File: config.mk
export PLATFORM = sky130hd
export DESIGN_NAME = xorwow_four_lane_generator_core
export DESIGN_NICKNAME = d
export VERILOG_FILES = /design/src/hw/rtl/xwg_pkg.sv /design/src/hw/rtl/xorwow_four_lane_generator_core.sv /design/src/hw/rtl/xwg_lane.sv
export VERILOG_INCLUDE_DIRS = /design/src /design/src/hw/rtl
export SDC_FILE = /design/constraint.sdc
export NUM_CORES = 2
export LEC_CHECK = 0
export BUFFER_PORTS_ARGS = -buffer_cell sky130_fd_sc_hd__buf_2
export CORE_ASPECT_RATIO = 0.9
export CORE_MARGIN = 5
export CORE_UTILIZATION = 35
export DETAILED_ROUTE_END_ITERATION = 8
export PLACE_DENSITY = 0.63
export SYNTH_ARGS = -nofsm -noshare
export SYNTH_HDL_FRONTEND = slang
export SYNTH_SLANG_ARGS = --single-unit
File: constraint.sdc
create_clock -name clk_i -period 5.6 [get_ports clk_i]
set_clock_uncertainty 0.2 [all_clocks]
set_input_delay 1.12 -clock clk_i [delete_from_list [all_inputs] [get_ports clk_i]]
set_output_delay 1.12 -clock clk_i [all_outputs]
set_load 0.02 [all_outputs]
File: src/hw/rtl/assert_macros.svh
// Assertion macros shared by the RTL of the XORWOW generator.
`ifndef ASSERT_MACROS_SVH
`define ASSERT_MACROS_SVH

// Consequent must hold in the same cycle as the antecedent.
`define XWG_ASSERT_NOW(label, ante, cons, msg) \
  label: assert property (@(posedge clk_i) disable iff (!rst_ni) (ante) |-> (cons)) \
    else $error(msg);

// Consequent must hold in the cycle after the antecedent.
`define XWG_ASSERT_NEXT(label, ante, cons, msg) \
  label: assert property (@(posedge clk_i) disable iff (!rst_ni) (ante) |=> (cons)) \
    else $error(msg);

`endif

File: src/hw/rtl/xwg_pkg.sv
// Types and constants of the four-lane XORWOW generator.
package xwg_pkg;

  localparam int unsigned MaxLanes = 4;
  localparam int unsigned Slots = 5;
  localparam int unsigned WordW = 32;
  localparam int unsigned SlotW = 3;
  localparam int unsigned LaneW = 2;
  localparam logic [WordW-1:0] WeylStep = 32'd362437;
  localparam logic [SlotW-1:0] SlotLimit = 3'd5;

  typedef enum logic {
    ActLoad     = 1'b0,
    ActGenerate = 1'b1
  } action_e;

  typedef struct packed {
    logic             load_en;
    logic             gen_en;
    logic [SlotW-1:0] slot;
    logic [WordW-1:0] value;
  } lane_ctrl_t;

endpackage

File: src/hw/rtl/xorwow_four_lane_generator_core.sv
// Top level of the four-lane XORWOW generator with stream input and output.
//
// The slave channel carries one transaction per request. tuser selects the
// kind: a load writes one seed word into one lane and history slot and clears
// the shared Weyl counter; a generate advances the counter and every active
// lane by one XORWOW step. A load produces no output; a load naming a slot
// above four or an inactive lane is dropped without effect.
// Each generate produces one master transaction with four 32-bit words, lane
// zero in the lowest bits; words of lanes at or above LANES read as zero.
// The step is computed from the lane registers in the cycle the request is
// taken and the result is registered, so the result appears in the cycle after
// acceptance; while tready stays high, one request can be taken every cycle.
// The output register is a single stage: while the receiver holds tready low
// with a result pending, the input stalls too; a new request is taken in the
// same cycle the pending result leaves.
// Reset clears all history words, the counter and the output valid flag.
`include "assert_macros.svh"

module xorwow_four_lane_generator_core #(
  parameter int unsigned LANES = 4
) (
  input  logic          clk_i,
  input  logic          rst_ni,
  input  logic          s_axis_tvalid_i,
  output logic          s_axis_tready_o,
  // seed_lane [1:0], seed_slot [4:2], seed_value [36:5], zero [39:37]
  input  logic [39:0]   s_axis_tdata_i,
  // action [0]
  input  logic          s_axis_tuser_i,
  output logic          m_axis_tvalid_o,
  input  logic          m_axis_tready_i,
  // rand_lane0 [31:0], rand_lane1 [63:32], rand_lane2 [95:64], rand_lane3 [127:96]
  output logic [127:0]  m_axis_tdata_o
);

  localparam int unsigned OutW = xwg_pkg::MaxLanes * xwg_pkg::WordW;
  localparam logic [2:0] LanesW = 3'(LANES);
  localparam logic [OutW-1:0] ActiveMask =
    {OutW{1'b1}} >> (xwg_pkg::WordW * (xwg_pkg::MaxLanes - LANES));

  logic [xwg_pkg::LaneW-1:0] seed_lane;
  logic [xwg_pkg::SlotW-1:0] seed_slot;
  logic [xwg_pkg::WordW-1:0] seed_value;
  xwg_pkg::action_e          action;
  logic                      in_acc;
  logic                      gen_acc;
  logic                      load_ok;
  logic [xwg_pkg::WordW-1:0] weyl_q;
  logic [xwg_pkg::WordW-1:0] weyl_d;
  logic [xwg_pkg::WordW-1:0] weyl_next;
  logic [OutW-1:0]           result;
  logic [OutW-1:0]           out_data_q;
  logic                      out_valid_q;
  logic                      out_valid_d;

  assign seed_lane  = s_axis_tdata_i[1:0];
  assign seed_slot  = s_axis_tdata_i[4:2];
  assign seed_value = s_axis_tdata_i[36:5];
  assign action     = xwg_pkg::action_e'(s_axis_tuser_i);

  assign s_axis_tready_o = !out_valid_q || m_axis_tready_i;
  assign in_acc  = s_axis_tvalid_i && s_axis_tready_o;
  assign gen_acc = in_acc && (action == xwg_pkg::ActGenerate);
  assign load_ok = in_acc && (action == xwg_pkg::ActLoad) &&
                   (seed_slot < xwg_pkg::SlotLimit) && ({1'b0, seed_lane} < LanesW);

  assign weyl_next = weyl_q + xwg_pkg::WeylStep;

  always_comb begin
    weyl_d = weyl_q;
    if (load_ok) begin
      weyl_d = '0;
    end else if (gen_acc) begin
      weyl_d = weyl_next;
    end
  end

  for (genvar k = 0; k < xwg_pkg::MaxLanes; k++) begin : g_lane
    if (k < LANES) begin : g_active
      xwg_pkg::lane_ctrl_t ctrl;

      assign ctrl.load_en = load_ok && (seed_lane == xwg_pkg::LaneW'(k));
      assign ctrl.gen_en  = gen_acc;
      assign ctrl.slot    = seed_slot;
      assign ctrl.value   = seed_value;

      xwg_lane u_lane (
        .clk_i       (clk_i),
        .rst_ni      (rst_ni),
        .ctrl_i      (ctrl),
        .weyl_next_i (weyl_next),
        .rand_o      (result[k*xwg_pkg::WordW +: xwg_pkg::WordW])
      );
    end else begin : g_idle
      assign result[k*xwg_pkg::WordW +: xwg_pkg::WordW] = '0;
    end
  end

  always_comb begin
    out_valid_d = out_valid_q;
    if (gen_acc) begin
      out_valid_d = 1'b1;
    end else if (m_axis_tready_i) begin
      out_valid_d = 1'b0;
    end
  end

  always_ff @(posedge clk_i or negedge rst_ni) begin
    if (!rst_ni) begin
      weyl_q      <= '0;
      out_valid_q <= 1'b0;
    end else begin
      weyl_q      <= weyl_d;
      out_valid_q <= out_valid_d;
    end
  end

  always_ff @(posedge clk_i) begin
    if (gen_acc) begin
      out_data_q <= result;
    end
  end

  assign m_axis_tvalid_o = out_valid_q;
  assign m_axis_tdata_o  = out_data_q;

  `XWG_ASSERT_NEXT(a_load_clears_weyl, load_ok, weyl_q == '0, "valid load did not clear counter")
  `XWG_ASSERT_NEXT(a_gen_steps_weyl, gen_acc, weyl_q == $past(weyl_next), "counter did not step")
  `XWG_ASSERT_NEXT(a_gen_gives_result, gen_acc, m_axis_tvalid_o, "generate gave no result")
  `XWG_ASSERT_NEXT(a_no_spurious_result, !out_valid_q && !gen_acc, !m_axis_tvalid_o, "result appeared without a generate")
  `XWG_ASSERT_NOW(a_idle_lanes_zero, m_axis_tvalid_o, (m_axis_tdata_o & ~ActiveMask) == '0, "inactive lane word not zero")

endmodule

File: src/hw/rtl/xwg_lane.sv
// One XORWOW lane: five history words and the generate step.
module xwg_lane (
  input  logic                          clk_i,
  input  logic                          rst_ni,
  input  xwg_pkg::lane_ctrl_t           ctrl_i,
  input  logic [xwg_pkg::WordW-1:0]     weyl_next_i,
  output logic [xwg_pkg::WordW-1:0]     rand_o
);

  logic [xwg_pkg::WordW-1:0] history_q [xwg_pkg::Slots];
  logic [xwg_pkg::WordW-1:0] history_d [xwg_pkg::Slots];
  logic [xwg_pkg::WordW-1:0] oldest;
  logic [xwg_pkg::WordW-1:0] newest;
  logic [xwg_pkg::WordW-1:0] mix_a;
  logic [xwg_pkg::WordW-1:0] mix_b;
  logic [xwg_pkg::WordW-1:0] step_word;

  assign oldest    = history_q[xwg_pkg::Slots-1];
  assign newest    = history_q[0];
  assign mix_a     = oldest ^ (oldest >> 2);
  assign mix_b     = mix_a ^ (mix_a << 1);
  assign step_word = mix_b ^ newest ^ (newest << 4);
  assign rand_o    = step_word + weyl_next_i;

  always_comb begin
    for (int i = 0; i < xwg_pkg::Slots; i++) begin
      history_d[i] = history_q[i];
      if (ctrl_i.load_en && (ctrl_i.slot == xwg_pkg::SlotW'(i))) begin
        history_d[i] = ctrl_i.value;
      end
    end
    if (ctrl_i.gen_en) begin
      history_d[0] = step_word;
      for (int i = 1; i < xwg_pkg::Slots; i++) begin
        history_d[i] = history_q[i-1];
      end
    end
  end

  always_ff @(posedge clk_i or negedge rst_ni) begin
    if (!rst_ni) begin
      for (int i = 0; i < xwg_pkg::Slots; i++) begin
        history_q[i] <= '0;
      end
    end else begin
      for (int i = 0; i < xwg_pkg::Slots; i++) begin
        history_q[i] <= history_d[i];
      end
    end
  end

endmodule
==> flow_metrics.env <==
export IMPL_ys_types=75
export IMPL_die_area_mm2=0.136
export IMPL_fp_dieH_um=351
export IMPL_drt_iter0_markers=2737
export IMPL_ios=175
export IMPL_grt_pass1_vias=30800
export IMPL_setup_viol=0
export IMPL_num_fill_cells=12600
export IMPL_rows=125
export IMPL_critPathLaunch="weyl_q[2]$_DFFE_PN0P_"
export IMPL_seqCellArea_mm2=0.0207
export IMPL_crit_arrival_ns=5.48
export IMPL_cts_buffers=81
export IMPL_antenna_found_initial=29
export IMPL_cts_root_buf="clkbuf_16"
export IMPL_maxSlewHeadroom_pct=29.8
export IMPL_finalWirelength_um=122000
export IMPL_grt_pass1_wl_um=189000
export IMPL_rr_endpoint="m_axis_tdata_o[94]$_DFFE_PP_"
export IMPL_cp_endpoint="m_axis_tdata_o[94]$_DFFE_PP_"
export IMPL_die_w_um=389
export IMPL_cp_start_kind="flop"
export IMPL_design_area_mm2=0.0508
export IMPL_yosys_area_share_simple_pct=8.54
export IMPL_gp_congestion=0.922
export IMPL_drive_gt1_share_pct=8.95
export IMPL_synth_top_family_by_area="multiplexers"
export IMPL_clk_latency_ns=0.66
export IMPL_worstPathCellList="a21oi_2, nor2_1, nor2_1, xor2_1, ha_1, a21o_1, a21o_1, a21o_1, nand3_1, a31oi_1, o21ai_0, a21oi_1, a221o_1, o41ai_4, nor3_1, a211o_1"
export IMPL_critical_path_buf_inv_count=0
export IMPL_ys_ff_latch=801
export IMPL_placedCellCount=6178
export IMPL_clkTransAtPathRegs_ns=0.07
export IMPL_start_util_pct=35.1
export IMPL_ant_nets=0
export IMPL_cp_num_cells=16
export IMPL_ff2ff_path_depth=16
export IMPL_nets=4721
export IMPL_crit_fanout=8
export IMPL_place_area_mm2=0.0479
export IMPL_cp_end_kind="flop"
export IMPL_final_util_pct=39.4
export IMPL_synth_compound_area_share_pct=12.5
export IMPL_cpMaxStageDelayCell="o21ai_0"
export IMPL_drv_slew=0
export IMPL_cts_tree="yes"
export IMPL_seq_area_frac_synth_pct=45.7
export IMPL_core_area_mm2=0.129
export IMPL_areaGrowthSynthToFinish_pct=12.3
export IMPL_max_cap_violations=0
export IMPL_avgSynthCellArea_um2=10.0
export IMPL_critical_path_class="flop to flop"
export IMPL_drt_first_pass_iters=6
export IMPL_numPortBuffers=171
export IMPL_final_cells=6339
export IMPL_syn_inst=4517
export IMPL_numClockSinks=801
export IMPL_hp_class="flop to flop"
export IMPL_vias=32700
export IMPL_period_needed_ns=5.27
export IMPL_multiInputGateArea_mm2=0.0234
export IMPL_synthMuxAreaShare_pct=14.1
export IMPL_drt_vias_per_instance=5.16
export IMPL_ys_warnings_count=0
export IMPL_synthXorXnorAreaFrac_pct=12.5
export IMPL_grt_max_degree=143
export IMPL_crit_top_cell="a21o_1"
export IMPL_status="finished, final reports clean"
export IMPL_synth_fa_ha_area_share_pct=3.64
export IMPL_min_period_over_period_pct=94.1
export IMPL_cp_slowest_stage_delay_ns=0.69
export IMPL_rrSetupSlack_ns=0.33
export IMPL_drc=0
export IMPL_syn_nets=4691
export IMPL_synth_edf_count=128
export IMPL_dpl_hpwl_um=86300
export IMPL_holdWs_ns=0.262
export IMPL_critical_path_top_delay_family="compound AO/OA/AOI/OAI gates"
export IMPL_async_reset_ff_share_pct=84.0
export IMPL_ys_flop_type="dfrtp_1"
export IMPL_timing_rr_start="weyl_q[2]$_DFFE_PN0P_"
export IMPL_hold_viol_final=0
export IMPL_hold_buffers=0
export IMPL_synthesis_area_mm2=0.0452
export IMPL_cp_data_required_time_ns=5.81
export IMPL_wire_per_inst_um=19.2
export IMPL_clk_path_buf_depth=3
export IMPL_cts_max_level=3
export IMPL_worst_slew_pin_transition_ns=1.05
export IMPL_timing_fmax_mhz=190
export IMPL_grt_total_usage_pct=17.5
export IMPL_overflow=0
-- through the flow --
stage	TNS [ns]	setup slack, ns
after floorplan	0	0.712
after global placement	0	0.163
after detailed placement	0	0.149
after CTS	0	0.121
after global routing	-0.0228	-0.0228
final	0	0.333
-- sequential cells by signal, summed over array words and instances (netlist names) --
| register | count |
|---|---|
| weyl_q | 32 |
| g_lane.g_active.u_lane.oldest | 128 |
| m_axis_tdata_o | 128 |
| m_axis_tvalid_o | 1 |
| g_lane.g_active.u_lane.history_q | 384 |
| g_lane.g_active.u_lane.newest | 128 |
-- cell usage after synthesis, types with 4 or more instances --
master | count | area (um2)
dfrtp_1 | 673 | 16800
o211ai_1 | 11 | 82.6
nand2b_1 | 16 | 100
or2_2 | 4 | 25.0
a21boi_0 | 5 | 37.5
a21o_1 | 62 | 465
nand3_1 | 28 | 140
o21bai_1 | 12 | 90.1
xnor2_1 | 482 | 4220
nand4_1 | 7 | 43.8
o21a_1 | 14 | 105
inv_1 | 59 | 221
nand2_1 | 716 | 2690
a21oi_1 | 99 | 495
a211oi_1 | 8 | 60.1
a22o_1 | 11 | 96.3
and3_1 | 12 | 75.1
xor2_1 | 151 | 1320
and4_1 | 5 | 43.8
o31ai_1 | 16 | 120
ha_1 | 125 | 1560
mux2i_1 | 637 | 6380
fa_1 | 4 | 80.1
o21ai_0 | 729 | 3650
and2_1 | 7 | 43.8
nor2_1 | 102 | 383
nor3_1 | 13 | 65.1
buf_1 | 16 | 60.1
clkbuf_1 | 274 | 1030
edfxtp_1 | 128 | 3840
a31oi_1 | 8 | 50.1
or3_1 | 8 | 50.1
nor2b_1 | 16 | 100
-- worst reg2reg max path: cells and delay by family (launching register included) --
kind,cells,cell delay (ns)
xor+xnor,1,0.46
compound gates,10,2.94
simple gates,4,0.54
flops,1,0.47
fa+ha+maj,1,0.40
-- cell usage in the layout, fill, tap and decap left out, drive strengths merged, types with 9 or more instances in the layout --
cell	instances
nor3	14
a21o	62
dfrtp	673
nor2	102
nand2	716
mux2i	637
xnor2	485
and3	13
o211ai	11
nand2b	16
o21bai	12
nand3	28
and2	9
buf	238
o21ai	731
o31ai	16
o21a	14
edfxtp	128
a22o	11
diode	12
nor2b	16
clkinv	24
xor2	151
a21oi	100
inv	61
ha	125
clkbuf	110
-- logic make-up after synthesis --
logic type / Yosys count
AOI/OAI and AO/OA: 1013
and+or+nand+nor: 947
DFF: 801
xor gates and xnor gates: 639
muxes: 638
buffers and inverters: 350
adders and majority gates: 129
-- layer usage --
layer	track usage [%]	part of all wire (%)	wire length, um	up-vias
li1	-	-	-	15700
met2	24.1	40	49000	857
met3	5.52	8.8	10700	144
met4	3.77	2.0	2390	10
met1	26.5	49	59500	16100
met5	0	0.062	75	-
-- area by class of cell --
class | instances | share of cell area [%]
tap | 1714 | 4.22
multi-input combinational | 3366 | 46.1
sequential | 801 | 40.7
timing repair buffer | 238 | 3.02
inverter | 59 | 0.451
clock buffer | 110 | 4.60
antenna | 12 | 0.0592
clock inverter | 39 | 0.811
-- how the worst min path moves through the flow --
stage / startpoint / end / cells after the start
floorplan: g_lane[0].g_active.u_lane.history_q[64]$_DFFE_PN0P_ / g_lane[0].g_active.u_lane.history_q[32]$_DFFE_PN0P_ / 2
global placement: g_lane[0].g_active.u_lane.history_q[110]$_DFFE_PN0P_ / g_lane[0].g_active.u_lane.history_q[78]$_DFFE_PN0P_ / 2
detailed placement: g_lane[0].g_active.u_lane.history_q[82]$_DFFE_PN0P_ / g_lane[0].g_active.u_lane.history_q[50]$_DFFE_PN0P_ / 2
CTS: g_lane[3].g_active.u_lane.history_q[49]$_DFFE_PN0P_ / g_lane[3].g_active.u_lane.oldest[17]$_DFFE_PN0P_ / 2
global route: g_lane[3].g_active.u_lane.history_q[62]$_DFFE_PN0P_ / g_lane[3].g_active.u_lane.oldest[30]$_DFFE_PN0P_ / 2
finish: g_lane[0].g_active.u_lane.history_q[70]$_DFFE_PN0P_ / g_lane[0].g_active.u_lane.history_q[38]$_DFFE_PN0P_ / 2
-- what timing repair did --
item | in CTS | in global routing
gates resized for setup | 0 | 9
setup buffers | 0 | 0
setup endpoints to repair | 0 | 10
Power is not shown: default switching activity piles up to over one toggle a cycle in this logic, so the estimate is an artifact.
